**config.mk**
```make
export PLATFORM = sky130hd
export DESIGN_NAME = gpts_isqrt
export DESIGN_NICKNAME = d
export VERILOG_FILES = /design/src/rtl/gpts_pkg.sv /design/src/rtl/gpts_isqrt.sv
export SDC_FILE = /design/constraint.sdc
export NUM_CORES = 1
export LEC_CHECK = 0
export ABC_CLOCK_PERIOD_IN_PS = 2300
export BUFFER_PORTS_ARGS = -buffer_cell sky130_fd_sc_hd__buf_2
export CAP_MARGIN = 20
export CORE_UTILIZATION = 52
export CTS_BUF_LIST = sky130_fd_sc_hd__clkbuf_4
export CTS_CLUSTER_SIZE = 30
export DETAILED_ROUTE_END_ITERATION = 10
export HOLD_SLACK_MARGIN = 0.08
export MAX_ROUTING_LAYER = met4
export PLACE_DENSITY = 0.85
export SYNTH_ARGS = -nofsm -noshare
export SYNTH_HDL_FRONTEND = slang
export SYNTH_SLANG_ARGS = --single-unit
```
**constraint.sdc**
```tcl
create_clock -name clk -period 2.3 [get_ports clk]
set_input_delay 0.69 -clock clk [delete_from_list [all_inputs] [get_ports clk]]
set_output_delay 0.69 -clock clk [all_outputs]
set_load 0.05 [all_outputs]
```
**src/rtl/gpts_pkg.sv**
```systemverilog
// Shared types, constants and helpers for the greedy pair target selector.
// No dependencies.
package gpts_pkg;

    localparam int COORD_W  = 16;
    localparam int SLOT_W   = 10;
    localparam int WEIGHT_W = 10;
    localparam int LEG_W    = 17;
    localparam int GAIN_W   = 20;
    localparam int SQ_W     = 2 * LEG_W;
    localparam int LEN_W    = LEG_W + 1;
    localparam int KSUM_W   = WEIGHT_W + 1;
    localparam int MUL_W    = LEN_W;
    localparam int PROD_W   = 2 * MUL_W;

    localparam int NUM_TARGETS_DEF = 1024;
    localparam int MAX_WEIGHT_DEF  = 1000;

    localparam logic [GAIN_W-1:0]  GAIN_MAX    = '1;
    localparam logic [COORD_W-1:0] AGENT_RESET = COORD_W'(1) << (COORD_W - 1);

    localparam logic [1:0] KIND_LOAD  = 2'd0;
    localparam logic [1:0] KIND_STEP  = 2'd1;
    localparam logic [1:0] KIND_PLACE = 2'd2;

    localparam logic STATUS_CHOSEN  = 1'b0;
    localparam logic STATUS_NO_PAIR = 1'b1;

    typedef struct packed {
        logic [1:0]          kind;
        logic [SLOT_W-1:0]   target_slot;
        logic [COORD_W-1:0]  pos_x;
        logic [COORD_W-1:0]  pos_y;
        logic [WEIGHT_W-1:0] weight;
    } in_item_t;

    typedef struct packed {
        logic [SLOT_W-1:0]   chosen_index;
        logic [COORD_W-1:0]  chosen_x;
        logic [COORD_W-1:0]  chosen_y;
        logic [LEG_W-1:0]    leg_length;
        logic [WEIGHT_W-1:0] chosen_weight;
        logic [GAIN_W-1:0]   gain_so_far;
        logic                status;
        logic                last;
    } out_item_t;

    typedef struct packed {
        logic [COORD_W-1:0]  x;
        logic [COORD_W-1:0]  y;
        logic [WEIGHT_W-1:0] w;
    } entry_t;

    typedef enum logic [3:0] {
        ST_CLEAR,
        ST_IDLE,
        ST_I_RD,
        ST_I_CHK,
        ST_W_RD,
        ST_W_CHK,
        ST_SQX,
        ST_SQY,
        ST_SUM,
        ST_ROOT,
        ST_CMP_A,
        ST_CMP_B,
        ST_CMP_C,
        ST_OUT_A,
        ST_OUT_B
    } state_t;

    function automatic logic [GAIN_W-1:0] sat_add(input logic [GAIN_W-1:0] g,
                                                   input logic [WEIGHT_W-1:0] k);
        logic [GAIN_W:0] s;
        s = {1'b0, g} + (GAIN_W + 1)'(k);
        return s[GAIN_W] ? GAIN_MAX : s[GAIN_W-1:0];
    endfunction

    function automatic logic [COORD_W-1:0] abs_diff(input logic [COORD_W-1:0] a,
                                                    input logic [COORD_W-1:0] b);
        return (a > b) ? (a - b) : (b - a);
    endfunction

endpackage

```
**src/rtl/gpts_isqrt.sv**
```systemverilog
// Bit-serial integer square root, one root bit per cycle.
// Depends on gpts_pkg.
module gpts_isqrt (
    input  logic                         clk,
    input  logic                         rst_n,
    input  logic                         go,
    input  logic [gpts_pkg::SQ_W-1:0]    radicand,
    output logic                         done_reg,
    output logic [gpts_pkg::LEG_W-1:0]   root_reg
);

    localparam int RW    = gpts_pkg::LEG_W + 3;
    localparam int CNT_W = $clog2(gpts_pkg::LEG_W + 1);

    logic [gpts_pkg::SQ_W-1:0] val_reg;
    logic [RW-1:0]             rem_reg;
    logic [CNT_W-1:0]          cnt_reg;
    logic [RW-1:0]             rem_sh;
    logic [RW-1:0]             test;

    assign rem_sh = {rem_reg[RW-3:0], val_reg[gpts_pkg::SQ_W-1 -: 2]};
    assign test   = RW'({root_reg, 2'b01});

    always_ff @(posedge clk or negedge rst_n)
    begin
        if (!rst_n)
        begin
            cnt_reg  <= '0;
            done_reg <= 1'b0;
        end
        else
        begin
            done_reg <= 1'b0;
            if (go)
            begin
                cnt_reg <= CNT_W'(gpts_pkg::LEG_W);
            end
            else if (cnt_reg != '0)
            begin
                cnt_reg <= cnt_reg - 1'b1;
                if (cnt_reg == CNT_W'(1))
                begin
                    done_reg <= 1'b1;
                end
            end
        end
    end

    always_ff @(posedge clk)
    begin
        if (go)
        begin
            val_reg  <= radicand;
            rem_reg  <= '0;
            root_reg <= '0;
        end
        else if (cnt_reg != '0)
        begin
            val_reg <= val_reg << 2;
            if (rem_sh >= test)
            begin
                rem_reg  <= rem_sh - test;
                root_reg <= {root_reg[gpts_pkg::LEG_W-2:0], 1'b1};
            end
            else
            begin
                rem_reg  <= rem_sh;
                root_reg <= {root_reg[gpts_pkg::LEG_W-2:0], 1'b0};
            end
        end
    end

endmodule

```
Word level (Yosys, flattened, before mapping)

Index checks and enable logic that the tools add are counted.

Flip-flop bits (word level): 75
Bits of input ports: 37

$add $sub $neg: 2
Order comparisons: 1
Eq/ne operators: 1
Multiplexer cells: 9
Reduce and logical (&&, ||, !) cells: 2

Operator list:

| operator            | count |
|---|---|
| $mux 34             | 2 |
| $ge 20x19->1        | 1 |
| $mux 18             | 1 |
| $sub 18x18->18      | 1 |
| $mux 5              | 2 |
| $eq 5x1->1 const B  | 1 |
| $reduce_bool 5->1   | 1 |
| $sub 5x1->5 const B | 1 |
| $mux 1              | 4 |
| $reduce_bool 2->1   | 1 |

Depth between registers and ports, before layout

Depth in word-level cells: 4
Depth in mapped cells: 11

Worst setup path after synthesis

OpenSTA, ideal clock, no wires.

Path kind: reg-to-reg
Start: reg root_reg[12] in the netlist's numbering
End: reg rem_reg[8]
Setup time: 0.088 ns
Data arrival time: 2.558 ns
Slack: -0.346 ns
Stages on the path, launching flop included: 12
Clock period less this slack: 2.646 ns
Cells stage by stage: dfxtp_1 inv_1 ha_1 buf_4 and4_4 and4_4 a2111oi_4 and2_2 buf_6 buf_8 nand3_2 a311oi_2

Word-level cells in the longest chain between the ends: 2

RTL lines:

| element                | line             | text |
|---|---|---|
| from (decl)            | gpts_isqrt.sv:9  | `output logic [gpts_pkg::LEG_W-1:0] root_reg` |
| from (signal assigned) | gpts_isqrt.sv:63 | `root_reg <= {root_reg[gpts_pkg::LEG_W-2:0], 1'b1};` |
| from (signal assigned) | gpts_isqrt.sv:68 | `root_reg <= {root_reg[gpts_pkg::LEG_W-2:0], 1'b0};` |
| $ge 20x19->1           | gpts_isqrt.sv:60 | `if (rem_sh >= test)` |
| $mux 18                | gpts_isqrt.sv:60 |  |
| to (signal assigned)   | gpts_isqrt.sv:62 | `rem_reg <= rem_sh - test;` |
| to (signal assigned)   | gpts_isqrt.sv:67 | `rem_reg <= rem_sh;` |
| to (decl)              | gpts_isqrt.sv:16 | `logic [RW-1:0] rem_reg;` |

No other way between the ends.
A chain may end at the register's enable or synchronous reset.

Final worst setup path

Start: reg root_reg[12] in the netlist's numbering
End: reg rem_reg[9]

The elaborated chain is that of the path after synthesis.

==> summary.txt <==
Timing
  • Fmax: around 0.42 GHz
  • Max_slew headroom: 0.545
  • Max-slew violation count: 0
  • Tmin final: 2.38 ns
  • Setup violators final: 1
  • Tcrit/Tclk final: 1.03
  • Final setup margin: -0.0758 ns
  • RSZ-0062 raised after global routing: yes
  • Worst-margin pin slew: 0.683 ns
  • Final Hold Vio Count: 0
  • Final setup skew: ~0.026 ns

Logic synthesis
  • Distinct cells, synth: 55
  • Post-synth top area cell: edfxtp_1
  • Synthesized net count: 497
  • Seq cells post-synth: 75
  • Synth Flop Type: dfxtp_1
  • EDFF count, synth: 34
  • Post-Synthesis Cell Area: 4270 sq um
  • Avg Inst Size Synth: 9.76 sq um
  • Yosys top cell area share: 0.239
  • Most common cell in the netlist: nand2_1
  • Ys Warns: 0
  • Largest cells by area after synthesis: edfxtp_1 (24%), dfxtp_1 (16%), mux2_2 (8.4%)
  • Cells after Synth: 438
  • Commonest cells in the synthesized netlist: nand2_1 (46), dfxtp_1 (35), a21oi_1 (34), edfxtp_1 (34), mux2_2 (32)
  • Register area share after synthesis: 0.438
  • Fraction of registers with async set/reset: 0.0800

Global route
  • Pin count of the biggest net entering global routing: 35
  • GRT Residual Overflow: 0
  • Global-route wire length before repair: 16.0 mm
  • Vias in the first global route: 3,458
  • GRT Resource Usage Total: 0.242
  • Initial antenna violation count: 0

Floorplan
  • Core area: 7850 sq um
  • Die ar.: 8580 sq um
  • Die Height: 92.6 um
  • Starting Density: 0.544
  • Die width: 92.6 um
  • Ports: 55
  • Num rows: 32

Layout
  • FILL cells: 605
  • Area of the multi-input gates: 2350 sq um
  • Diode count: 0
  • Area Overhead vs Synth: 21.4%
  • Share of cells above drive strength 1: 0.356
  • Final Non-Filler Cells: approximately 620
  • Largest register FFs: 34
  • Layout net count: between 500 and 600
  • Seq. cell area: approximately 1900 sq um

Drt
  • Final ANT Viol Nets: 0
  • DRC viols: 0
  • DRT iter0 DRCs: 269
  • DRT Pass-1 Iters: 5
  • Post-Route WL: 10.0 mm
  • Via density: 5.83
  • Total number of vias: 3,606
  • Per-cell routed wire length: 16.2 um

CTS
  • CTS Buffer Depth: 2
  • Clk_lat worst skew: 0.43 ns
  • Clock sinks: 75
  • Clock-pin slew on the worst setup and hold paths: 0.13 ns
  • H-tree depth: 3
  • CTS tree: done
  • Num CTS Buffers: 9
  • Root Buffer Master: clkbuf_4

Placed design
  • DP HPWL: just under 7 mm
  • GP Congestion: between 0.8 and 0.9
  • DP Worst Slack: -0.0368 ns
  • Port Buffers: 54
  • Placed Cells: between 500 and 600

Setup path
  • Reg-to-reg critical path startpoint: root_reg[12]
  • CP Capture Type: register
  • Reg2reg end: rem_reg[9]
  • Cell family with most CP delay: compound AO/OA/AOI/OAI gates
  • Slowest Stage Delay on Critical Path: 0.39 ns
  • Reg2Reg Setup Slack: -0.08 ns
  • Worst EP required: 2.63 ns
  • Crit Path Category: reg2reg
  • Worst Path Max Fanout: 10
  • Worst endpoint data arrival time: 2.71 ns
  • Worst path slowest cell: dfxtp_4
  • Reg2reg path depth: 8
  • Startpoint types: register
  • WP buf/inv: 1
  • CP Cell Sequence: inv_2 -> ha_4 -> nand2_1 -> o21ai_1 -> nand4_1 -> and2_4 -> a221o_1 -> a311oi_2

Pwr
  • Power Density: 1190 nW/um^2
  • Leakage: 2.03 nW
  • Worst VDD drop: around 0.61 mV

Hold path
  • Hold_sp: root_reg[16]
  • WHS Endpoint: root_reg[16]
  • Hold Crit Depth: 2
  • Hold Path Class: reg2reg

Status
  • Violated checks: negative setup slack
  • Status: complete, but fails checks

Flow run
  • Maxcap violations: 0
## placed cells by master (no fill, tap or decap), types with 5 or more instances in the layout
cell type   n
a211oi_1    7
a21oi_1    30
a311oi_1    6
a31oi_1     7
buf_2      54
buf_4      29
clkbuf_4    9
dfrtp_1     6
dfxtp_1    18
dfxtp_2     7
dfxtp_4    10
edfxtp_1   34
ha_1        9
ha_2        5
ha_4        8
inv_1      21
mux2_2     32
nand2_1    46
nand2b_1    6
nand3_1    11
nor2_1     24
nor3_1      9
nor3b_1     9
o211ai_1    6
o21ai_0    13
o21ai_1     9
xnor2_1    11
## logic make-up after synthesis
logic type | synth area share
mux | 0.0890
buf+inv | 0.0498
compound gates | 0.175
xor+xnor | 0.0266
simple gates | 0.157
fa+ha+maj | 0.0644
flops | 0.438
## metrics by stage
step | utilization | power [W] | hold slack [ns] | TNS, ns | area (sq um)
final | 0.661 | 0.00615 | 0.478 | -0.0758 | 5190
after global routing | 0.661 | 0.00651 | 0.489 | -0.218 | 5190
after CTS | 0.645 | 0.00582 | 0.479 | 0 | 5060
after detailed placement | 0.621 | 0.00482 | 0.460 | -0.0368 | 4870
after global placement | 0.621 | 0.00472 | 0.450 | 0 | 4870
after floorplan | - | 0.00413 | 0.394 | 0 | 4390
## power breakdown
group / leakage [nW] / switching, W / internal (W)
clock network: 0.0862 / 0.000557 / 0.000362
registers: 0.735 / 0.000164 / 0.00164
logic: 1.21 / 0.00187 / 0.00155
## worst min-delay path: stages (launching register included)
cell and delay (ns):
dfxtp_2 0.35, nand2_1 0.05, a21oi_1 0.05
## metal layers
layer  vias up  share of wire  global-route usage
li1       1760              -                   -
met1      1708           0.43               0.306
met2       119           0.50               0.401
met3        19          0.046              0.0279
met4         0          0.022              0.0936
met5         -              0                   -
## layout make-up
class | count | share of cell area
inverters | 24 | 0.0174
well taps | 102 | 0.0246
clock buffers | 9 | 0.0130
multi-input cells | 316 | 0.454
clock inverters | 7 | 0.0179
flip-flops and latches | 75 | 0.370
repair buffers | 86 | 0.104
## worst max path at each step
stage | start | to | slack (ns) | depth (start not counted)
global placement | root_reg[7] | rem_reg[9] | 0.03 | 8
global route | root_reg[12] | rem_reg[9] | -0.17 | 8
detailed placement | root_reg[7] | rem_reg[9] | -0.04 | 8
finish | root_reg[12] | rem_reg[9] | -0.08 | 8
CTS | root_reg[13] | rem_reg[8] | 0.008 | 8
floorplan | root_reg[12] | rem_reg[9] | 0.001 | 11
## what timing repair did
item | CTS | global route
pin swaps | 3 | 7
cloned | 1 | 1
gates resized for setup | 3 | 18
hold buffers | 1 | 0
endpoints found under the setup margin | 3 | 18
endpoints found under the hold margin | 6 | 0
setup buffers | 1 | 5
No activity file was read; power rests on OpenSTA's default activity.
