[config.mk]
export PLATFORM = sky130hd
export DESIGN_NAME = gpts_mul
export DESIGN_NICKNAME = d
export VERILOG_FILES = /design/src/rtl/gpts_pkg.sv /design/src/rtl/gpts_mul.sv
export SDC_FILE = /design/constraint.sdc
export NUM_CORES = 1
export LEC_CHECK = 0
export BUFFER_PORTS_ARGS = -buffer_cell sky130_fd_sc_hd__buf_2
export CAP_MARGIN = 20
export CORE_ASPECT_RATIO = 1.2
export CORE_MARGIN = 2
export CORE_UTILIZATION = 60
export DETAILED_ROUTE_END_ITERATION = 10
export PLACE_DENSITY_LB_ADDON = 0.3
export SLEW_MARGIN = 20
export SYNTH_ARGS = -nofsm -noshare
export SYNTH_HDL_FRONTEND = slang
export SYNTH_SLANG_ARGS = --single-unit
[constraint.sdc]
create_clock -name clk -period 6.8 [get_ports clk]
set_input_delay 0.68 -clock clk [delete_from_list [all_inputs] [get_ports clk]]
set_output_delay 0.68 -clock clk [all_outputs]
set_load 0.03 [all_outputs]
[src/rtl/gpts_pkg.sv]
// Shared types, constants and helpers for the greedy pair target selector.
// No dependencies.
package gpts_pkg;

    localparam int COORD_W  = 16;
    localparam int SLOT_W   = 10;
    localparam int WEIGHT_W = 10;
    localparam int LEG_W    = 17;
    localparam int GAIN_W   = 20;
    localparam int SQ_W     = 2 * LEG_W;
    localparam int LEN_W    = LEG_W + 1;
    localparam int KSUM_W   = WEIGHT_W + 1;
    localparam int MUL_W    = LEN_W;
    localparam int PROD_W   = 2 * MUL_W;

    localparam int NUM_TARGETS_DEF = 1024;
    localparam int MAX_WEIGHT_DEF  = 1000;

    localparam logic [GAIN_W-1:0]  GAIN_MAX    = '1;
    localparam logic [COORD_W-1:0] AGENT_RESET = COORD_W'(1) << (COORD_W - 1);

    localparam logic [1:0] KIND_LOAD  = 2'd0;
    localparam logic [1:0] KIND_STEP  = 2'd1;
    localparam logic [1:0] KIND_PLACE = 2'd2;

    localparam logic STATUS_CHOSEN  = 1'b0;
    localparam logic STATUS_NO_PAIR = 1'b1;

    typedef struct packed {
        logic [1:0]          kind;
        logic [SLOT_W-1:0]   target_slot;
        logic [COORD_W-1:0]  pos_x;
        logic [COORD_W-1:0]  pos_y;
        logic [WEIGHT_W-1:0] weight;
    } in_item_t;

    typedef struct packed {
        logic [SLOT_W-1:0]   chosen_index;
        logic [COORD_W-1:0]  chosen_x;
        logic [COORD_W-1:0]  chosen_y;
        logic [LEG_W-1:0]    leg_length;
        logic [WEIGHT_W-1:0] chosen_weight;
        logic [GAIN_W-1:0]   gain_so_far;
        logic                status;
        logic                last;
    } out_item_t;

    typedef struct packed {
        logic [COORD_W-1:0]  x;
        logic [COORD_W-1:0]  y;
        logic [WEIGHT_W-1:0] w;
    } entry_t;

    typedef enum logic [3:0] {
        ST_CLEAR,
        ST_IDLE,
        ST_I_RD,
        ST_I_CHK,
        ST_W_RD,
        ST_W_CHK,
        ST_SQX,
        ST_SQY,
        ST_SUM,
        ST_ROOT,
        ST_CMP_A,
        ST_CMP_B,
        ST_CMP_C,
        ST_OUT_A,
        ST_OUT_B
    } state_t;

    function automatic logic [GAIN_W-1:0] sat_add(input logic [GAIN_W-1:0] g,
                                                   input logic [WEIGHT_W-1:0] k);
        logic [GAIN_W:0] s;
        s = {1'b0, g} + (GAIN_W + 1)'(k);
        return s[GAIN_W] ? GAIN_MAX : s[GAIN_W-1:0];
    endfunction

    function automatic logic [COORD_W-1:0] abs_diff(input logic [COORD_W-1:0] a,
                                                    input logic [COORD_W-1:0] b);
        return (a > b) ? (a - b) : (b - a);
    endfunction

endpackage

[src/rtl/gpts_mul.sv]
// Shared multiplier with registered product.
// Depends on gpts_pkg.
module gpts_mul (
    input  logic                          clk,
    input  logic [gpts_pkg::MUL_W-1:0]    a,
    input  logic [gpts_pkg::MUL_W-1:0]    b,
    output logic [gpts_pkg::PROD_W-1:0]   prod_reg
);

    always_ff @(posedge clk)
    begin
        prod_reg <= a * b;
    end

endmodule

# Word level (Yosys, flattened, before mapping)
# Cells that the tools add are included.
[totals]
regBits = 36
out_inout_bits = 36
[op_classes]
mul = 1
[ops]
columns = ["cell", "n"]
rows = [
  ["18-bit by 18-bit multiplier with 36-bit output", 1],
]

# Logic depth before layout (Yosys ltp)
# Gate-level depths: netlist of run 1.
[depth]
word_depth = 1
mapped_depth = 23
mapped_depth_nobuf = 21

# Worst setup path before layout of run 1
# No wires, ideal clock.
[synth_timing]
path_kind = "input -> register"
start = "in b[9] in the netlist's numbering"
end = "reg prod_reg[33] in the netlist's numbering"
setup_time_ps = 127
arrival_ps = 6151
required_time_ps = 6673
path_slack_ps = 522
path_stages = 22
path_cell_list = "clkbuf_1 > clkbuf_1 > nand2_1 > fa_1 > inv_1 > fa_1 > inv_1 > fa_1 > inv_1 > fa_1 > fa_1 > inv_1 > fa_1 > inv_1 > ha_1 > a21oi_1 > o22ai_1 > a211oi_1 > a31oi_1 > a311oi_1 > o21ai_0 > xor2_1"
[synth_via]
elab_chain_len = 1
[synth_rtl]
columns = ["item", "line_no", "rtl"]
rows = [
  ["start, declared", "gpts_mul.sv:6", "input logic [gpts_pkg::MUL_W-1:0] b,"],
  ["18-bit by 18-bit multiplier with 36-bit output", "gpts_mul.sv:12", "prod_reg <= a * b;"],
  ["end signal, assigned", "gpts_mul.sv:12", ""],
  ["end, declared", "gpts_mul.sv:7", "output logic [gpts_pkg::PROD_W-1:0] prod_reg"],
]
# Every way passes these cells.

# Final worst setup path of run 1
[layout_timing]
start = "in a[7] in the netlist's numbering"
end = "reg prod_reg[33] in the netlist's numbering"
[layout_via]
elab_chain_len = 1
[layout_rtl]
columns = ["item", "line_no", "rtl"]
rows = [
  ["start, declared", "gpts_mul.sv:5", "input logic [gpts_pkg::MUL_W-1:0] a,"],
  ["18-bit by 18-bit multiplier with 36-bit output", "gpts_mul.sv:12", ""],
]
# Every way passes these cells.

==> results of run 1 <==
through the flow:
stage	area [µm²]	util (%)	cells	worst slack, ns	hold slack [ns]
final	12100	64.7	1577	0.565	0.866
after global routing	12100	64.7	1577	0.222	0.859
after CTS	12100	64.7	1577	0.563	0.853
after detailed placement	12000	63.9	1570	0.289	1.11
after global placement	12000	63.9	1570	0.415	1.11
after floorplan	11400	-	1284	0.522	0.807
layout make-up:
cell class                      instances  area [µm²]  area share (%)
Multi-Input combinational cell        876        9290            76.7
Inverter                              322        1210            9.98
Sequential cell                        36         721            5.95
Timing Repair Buffer                   80         420            3.47
Clock buffer                            7         153            1.26
Tap cell                              256         320            2.65
worst min-delay path by stage:
| stage | start | to | cells after the start |
|---|---|---|---|
| after floorplan | a[0] | prod_reg[0] | 1 |
| after global placement | prod_reg[27] | prod_reg[27] | 1 |
| after detailed placement | prod_reg[9] | prod_reg[9] | 1 |
| after CTS | a[0] | prod_reg[0] | 2 |
| after global routing | a[0] | prod_reg[0] | 2 |
| final | a[0] | prod_reg[0] | 2 |
layer usage:
layer / wire (µm) / global-route usage, % / up-vias
li1: - / - / 3831
met1: 9440 / 32.9 / 4291
met2: 14200 / 48.8 / 260
met3: 1170 / 2.72 / 92
met4: 1610 / 14.6 / 0
met5: 0 / 0 / -
cell usage after synthesis, drive strengths merged (2+ instances only):
library cell and number:
nand4 7, a21o 11, a21oi 38, fa 256
ha 110, o21a 2, a31oi 4, inv 322
xor2 10, o21bai 6, xnor2 22, nand3 3
nor2 10, o211ai 5, o21ai 15, nand2 193
and2 159, clkbuf 49, dfxtp 36, and3 3
a211oi 4
cells in the final DEF, fill, tap and decap left out, types with 4 or more instances in the layout:
cell type  count
a21o_1        11
a21oi_1       37
a31oi_1        4
and2_1       159
buf_2         72
buf_4          8
clkbuf_16      5
dfxtp_1       36
fa_1         256
ha_1         110
inv_1        322
nand2_1      193
nand4_1        7
nor2_1        10
o211ai_1       5
o21ai_0       14
o21bai_1       6
xnor2_1       22
xor2_1        10
cell families after synthesis:
kind of cell | after synthesis | synth area share (%)
AOI/OAI and AO/OA | 95 | 5.36
and+or+nand+nor | 383 | 16.6
buffers and inverters | 372 | 12.3
DFF | 36 | 6.32
xor gates and xnor gates | 32 | 2.46
adders and majority gates | 366 | 57.0
==> impl_metrics.env, run 1 <==
export IMPL_outcome="completed"
export IMPL_clk_path_buf_depth=2
export IMPL_drc=0
export IMPL_crit_cells=21
export IMPL_grt_max_degree=19
export IMPL_cpLargestDelayFamily="adder cells"
export IMPL_die_x_um=130
export IMPL_die_height_um=155
export IMPL_htree_levels=2
export IMPL_cts_sinks=36
export IMPL_synthCells=1284
export IMPL_path_cells="buf_2 > nand2_1 > fa_1 > inv_1 > fa_1 > inv_1 > fa_1 > inv_1 > fa_1 > fa_1 > inv_1 > fa_1 > inv_1 > ha_1 > a21oi_1 > o22ai_1 > a211oi_1 > a31oi_1 > a311oi_1 > o21ai_0 > xor2_1"
export IMPL_async_reset_ff_share_pct=0
export IMPL_cp_start_kind="primary input"
export IMPL_root_buffer="clkbuf_16"
export IMPL_final_nets=1724
export IMPL_slew_violations=0
export IMPL_ys_flop_type="dfxtp_1"
export IMPL_rsz0062_at_grt="no"
export IMPL_slew_headroom_pct=72.3
export IMPL_ctsResizeCount=0
export IMPL_grt_pass1_vias=8916
export IMPL_cts_buffers=5
export IMPL_grt_overflow=0
export IMPL_firstDrtPassIters=7
export IMPL_port_buffers=72
export IMPL_cp_endpoint="prod_reg[33]"
export IMPL_path_clk_slew_ns=0.05
export IMPL_crit_path_frequent_cell="fa_1"
export IMPL_hold_class="primary input to flop"
export IMPL_grt_total_usage_pct=27.6
export IMPL_worst_pin_slew_ns=0.411
export IMPL_synthTopCellsByArea="fa_1, ha_1, inv_1, and2_1, nand2_1"
export IMPL_post_dp_hpwl_mm=22.0
export IMPL_crit_buf_inv=6
export IMPL_cts_setup_buffers=0
export IMPL_crit_type="primary input to flop"
export IMPL_fin_crit_ns=6.23
export IMPL_synth_top_area_cell="fa_1"
export IMPL_holdBufCountCts=0
export IMPL_grt_pass1_wl_mm=42.9
export IMPL_start_util_pct=60.9
export IMPL_synth_top_area_share_pct=44.9
export IMPL_drt_total_wl_mm=26.4
export IMPL_num_vias=8474
export IMPL_max_freq_mhz=160
export IMPL_viasPerCell=5.37
export IMPL_num_fill_cells=1593
export IMPL_yosys_register_bits=36
export IMPL_crit_start="a[7]"
export IMPL_worstPathRequired_ns=6.96
export IMPL_synth_warnings=0
export IMPL_drive_gt1_share_pct=6.96
export IMPL_ys_types=43
export IMPL_synth_edf_count=0
export IMPL_place_congestion=0.907
export IMPL_endpoint_kind="flop"
export IMPL_cp_max_fo=18
export IMPL_finalSetupViolCount=0
export IMPL_fin_setup_tns_ns=0
export IMPL_wl_per_cell_um=16.7
export IMPL_cts_tree="done"
export IMPL_hold_viol_final=0
export IMPL_area_delta_synth_final_pct=6.18
export IMPL_slowest_delay_ns=0.55
export IMPL_fin_crit_sh_pct=91.7
export IMPL_synth_fp_nets=1687
export IMPL_syn_area_um2=11400
export IMPL_core_area_um2=18700
export IMPL_dieArea_um2=20100
export IMPL_n_antenna_cell=0
export IMPL_detail_route_antenna_nets=0
export IMPL_syn_area_per_cell_um2=8.88
export IMPL_pin_count=73
export IMPL_antenna_found_initial=0
export IMPL_yosysSeqAreaShare_pct=6.32
export IMPL_slowest_stage="fa_1"
export IMPL_drt_iter0_drc=441
export IMPL_largest_register_ff_count=36
export IMPL_rows=55
export IMPL_crit_arrival_ns=6.40
export IMPL_maxCapViolations=0
Power of run 1 is not shown: default switching activity piles up to over one toggle a cycle in this logic, so the estimate is an artifact.
==> inputs of run 2 (changes only) <==
==> constraint.sdc (replaced) <==
create_clock -name clk -period 6.8 [get_ports clk]
set_input_delay 1.36 -clock clk [delete_from_list [all_inputs] [get_ports clk]]
set_output_delay 1.36 -clock clk [all_outputs]
set_load 0.03 [all_outputs]
==> run 2 against run 1 <==
Clock-buffer cell count decreased by 2. Wire length is 0.25% higher. Die area unchanged. Critical path depth decreased by 3. First-iteration DRC count is 12% lower. Sequential share of layout area decreased by 0.29 points. Global-route usage grew 0.40 points. Maximum frequency shrank 4.9%. Flip-flop and latch count did not move. Via count grew 3.9%. Critical endpoint is now prod_reg[34].
==> impl_metrics.env, run 2 (synthesis results as in run 1) <==
export IMPL_whs_ns=1.48
export IMPL_drc=0
export IMPL_largest_register_ff_count=36
export IMPL_wl_per_cell_um=16.0
export IMPL_outcome="completed"
export IMPL_multi_input_area_um2=9310
export IMPL_finalSetupViolCount=0
export IMPL_grt_pass1_wl_mm=44.3
export IMPL_grt_total_usage_pct=28.0
export IMPL_path_clk_slew_ns=0.06
export IMPL_clk_path_buf_depth=2
export IMPL_n_antenna_cell=0
export IMPL_htree_levels=2
export IMPL_area_delta_synth_final_pct=11.6
export IMPL_final_common_cell="inv_1"
export IMPL_grt_max_degree=19
export IMPL_detail_route_antenna_nets=0
export IMPL_max_freq_mhz=152
export IMPL_rows=55
export IMPL_cts_buffers=5
export IMPL_final_nets=1799
export IMPL_drt_total_wl_mm=26.5
export IMPL_start_util_pct=60.9
export IMPL_core_area_um2=18700
export IMPL_hold_viol_final=0
export IMPL_cp_start_kind="primary input"
export IMPL_seqCellArea_um2=721
export IMPL_fin_ws_ns=0.241
export IMPL_fin_crit_ns=6.56
export IMPL_pin_count=73
export IMPL_drt_iter0_drc=390
export IMPL_crit_arrival_ns=6.73
export IMPL_grt_overflow=0
export IMPL_slew_violations=0
export IMPL_hold_class="primary input to flop"
export IMPL_num_fill_cells=1589
export IMPL_crit_type="primary input to flop"
export IMPL_drive_gt1_share_pct=12.3
export IMPL_maxCapViolations=0
export IMPL_port_buffers=72
export IMPL_viasPerCell=5.32
export IMPL_cts_setup_buffers=0
export IMPL_root_buffer="clkbuf_16"
export IMPL_antenna_found_initial=0
export IMPL_slew_headroom_pct=75.5
export IMPL_place_ws_ns=-0.121
export IMPL_worst_pin_slew_ns=0.358
export IMPL_grt_pass1_vias=9630
export IMPL_endpoint_kind="flop"
export IMPL_dieArea_um2=20100
export IMPL_ctsResizeCount=0
export IMPL_post_dp_hpwl_mm=23.4
export IMPL_die_x_um=130
export IMPL_cts_sinks=36
export IMPL_place_congestion=0.936
export IMPL_cts_tree="done"
export IMPL_cp_max_fo=11
export IMPL_die_height_um=155
export IMPL_firstDrtPassIters=5
export IMPL_fin_crit_sh_pct=96.5
export IMPL_most_common_layout_cells="inv_1, fa_1, nand2_1"
export IMPL_holdBufCountCts=0
export IMPL_num_vias=8801
export IMPL_worstPathRequired_ns=6.97
run 2: critical path: stages:
cell and delay [ns]:
buf_2 0.23, nand2_1 0.12, fa_1 0.53, fa_1 0.56, inv_1 0.06, fa_1 0.51, inv_1 0.06, fa_1 0.56
fa_1 0.43, fa_1 0.50, inv_1 0.04, ha_1 0.40, nand4_1 0.15, or4_4 0.47, a2111oi_0 0.38, a211o_1 0.16
a21oi_1 0.07, xnor2_1 0.13
run 2: stage by stage:
step | utilization, % | area (µm²) | instances | setup TNS, ns
floorplan | - | 11400 | 1284 | 0
global placement | 67.0 | 12500 | 1645 | -0.100
detailed placement | 67.0 | 12500 | 1645 | -0.367
CTS | 67.9 | 12700 | 1653 | 0
global route | 68.0 | 12700 | 1653 | -0.00157
finish | 68.0 | 12700 | 1653 | 0
run 2: final cells by class:
class                   instances  share of cell area [%]
inverters                     322                    9.50
repair buffers                155                    7.85
flip-flops and latches         36                    5.66
clock inverters                 3                   0.334
clock buffers                   5                   0.983
well taps                     256                    2.52
multi-input cells             876                    73.2
run 2: path summary, 6_finish.rpt:
kind  start  depth (start not counted)            to
max    b[3]                         18  prod_reg[34]
min    a[0]                          2   prod_reg[0]
run 2: layer usage:
| metal | part of all wire, % | GRT usage (%) | vias up |
|---|---|---|---|
| met4 | 4.8 | 11.9 | 0 |
| li1 | - | - | 3985 |
| met2 | 56 | 52.6 | 256 |
| met5 | 0 | 0 | - |
| met3 | 3.6 | 2.82 | 88 |
| met1 | 36 | 31.8 | 4472 |
Power of run 2 is left out for the same reason.
==> inputs of run 3 (changes only) <==
CORE_ASPECT_RATIO = 1.4   (was 1.2)
CORE_MARGIN = not set   (was 2)
GPL_TIMING_DRIVEN = 0   (was not set)
==> run 3 against run 2 <==
First-iteration DRC count grew 44%. Final cell count shrank 3.4%. Design area decreased by 1.0%. Via count grew 0.98%. Clock-buffer cell count up 2. Die area shrank 2.8%. Core utilization down 0.29 points. Setup slack got worse by 0.069 ns.
==> impl_metrics.env, run 3 (synthesis results as in run 1) <==
export IMPL_place_ws_ns=-0.891
export IMPL_most_common_layout_cells="inv_1, fa_1, nand2_1"
export IMPL_slew_headroom_pct=68.6
export IMPL_viasPerCell=5.57
export IMPL_final_core_util_pct=67.7
export IMPL_final_nets=1755
export IMPL_slew_violations=0
export IMPL_htree_levels=2
export IMPL_post_dp_hpwl_mm=24.6
export IMPL_fin_crit_ns=6.63
export IMPL_max_freq_mhz=151
export IMPL_clk_path_buf_depth=2
export IMPL_place_congestion=0.966
export IMPL_wl_per_cell_um=18.3
export IMPL_grt_max_degree=19
export IMPL_die_x_um=119
export IMPL_n_antenna_cell=0
export IMPL_drt_iter0_drc=561
export IMPL_worstPathRequired_ns=6.97
export IMPL_holdBufCountCts=0
export IMPL_path_clk_slew_ns=0.05
export IMPL_worst_pin_slew_ns=0.466
export IMPL_core_area_um2=18600
export IMPL_dieArea_um2=19600
export IMPL_crit_type="primary input to flop"
export IMPL_start_util_pct=61.3
export IMPL_cts_buffers=5
export IMPL_crit_arrival_ns=6.80
export IMPL_cts_tree="done"
export IMPL_grt_pass1_wl_mm=45.9
export IMPL_cp_start_kind="primary input"
export IMPL_drt_total_wl_mm=29.2
export IMPL_finalSetupViolCount=0
export IMPL_maxCapViolations=0
export IMPL_grt_total_usage_pct=31.4
export IMPL_port_buffers=65
export IMPL_worstHoldPathCells=2
export IMPL_fin_ws_ns=0.173
export IMPL_whs_ns=1.52
export IMPL_detail_route_antenna_nets=0
export IMPL_area_delta_synth_final_pct=10.4
export IMPL_pin_count=73
export IMPL_num_fill_cells=1587
export IMPL_rows=59
export IMPL_hold_path_end="prod_reg[0]"
export IMPL_num_vias=8887
export IMPL_firstDrtPassIters=5
export IMPL_endpoint_kind="flop"
export IMPL_worstHoldStart="b[0]"
export IMPL_cts_sinks=36
export IMPL_outcome="completed"
export IMPL_root_buffer="clkbuf_16"
export IMPL_grt_pass1_vias=9405
export IMPL_final_common_cell="inv_1"
export IMPL_fin_crit_sh_pct=97.5
export IMPL_hold_viol_final=0
export IMPL_drc=0
export IMPL_grt_overflow=0
export IMPL_die_height_um=165
export IMPL_cp_max_fo=10
export IMPL_hold_class="primary input to flop"
export IMPL_largest_register_ff_count=36
export IMPL_antenna_found_initial=0
export IMPL_crit_start="b[7]"
export IMPL_drive_gt1_share_pct=10.7
[run 3: cell count changes in the layout (fill, tap and decap cells not counted), moves of 3 or more]
cell and change:
clkbuf_2 +8, buf_4 -67, ha_1 -8, a21oi_2 +6, clkbuf_4 +12, clkbuf_8 +7, clkbuf_1 +4, ha_4 +5
ha_2 +3, buf_8 +9, buf_2 -17, buf_6 +3, a21oi_1 -6
[run 3: how the worst max path moves through the flow]
stage	to	slack, ns	cells past startpoint
after floorplan	prod_reg[33]	0.01	22
after global placement	prod_reg[33]	-0.90	20
after detailed placement	prod_reg[33]	-0.89	20
after CTS	prod_reg[33]	0.003	22
after global routing	prod_reg[34]	-0.03	21
final	prod_reg[34]	0.17	21
[run 3: area by class of cell]
| class | instances | area (µm²) | area share (%) |
|---|---|---|---|
| flip-flops and latches | 36 | 721 | 5.72 |
| repair buffers | 72 | 408 | 3.24 |
| clock buffers | 7 | 153 | 1.21 |
| multi-input cells | 876 | 9430 | 74.9 |
| well taps | 244 | 305 | 2.42 |
| inverters | 322 | 1210 | 9.60 |
| plain buffers | 39 | 365 | 2.90 |
[run 3: what timing repair did]
item | in CTS | in global routing
endpoints found under the hold margin | 0 | 0
endpoints found under the setup margin | 16 | 15
pin swaps | 3 | 19
setup buffers | 1 | 6
gates resized for setup | 74 | 81
[run 3: critical path, stage by stage]
cell and delay [ns]:
clkbuf_4 0.17, clkbuf_8 0.18, and2_1 0.15, fa_1 0.49, inv_1 0.07, fa_1 0.50
fa_1 0.45, fa_1 0.54, inv_1 0.05, fa_1 0.48, inv_1 0.05, fa_1 0.51
inv_1 0.08, ha_4 0.30, nand2_1 0.10, o21ai_0 0.31, a21oi_1 0.22, a2111oi_2 0.42
a211o_1 0.15, a21oi_1 0.08, xnor2_1 0.12
[run 3: per-stage QoR]
stage | cell area (µm²) | TNS [ns] | instances
6_report | 12600 | 0 | 1596
5_1_grt | 12600 | -0.0298 | 1596
4_1_cts | 12400 | 0 | 1596
3_5_place_dp | 12000 | -9.98 | 1593
3_3_place_gp | 12000 | -9.57 | 1593
2_1_floorplan | 11400 | 0 | 1284
[run 3: metal layers]
metal | part of all wire [%] | track usage (%) | up-vias
met2 | 54 | 58.3 | 340
met5 | 0 | 0 | -
met1 | 32 | 32.4 | 4501
li1 | - | - | 3898
met3 | 4.6 | 2.78 | 148
met4 | 9.3 | 25.5 | 0
Power of run 3 is left out for the same reason.
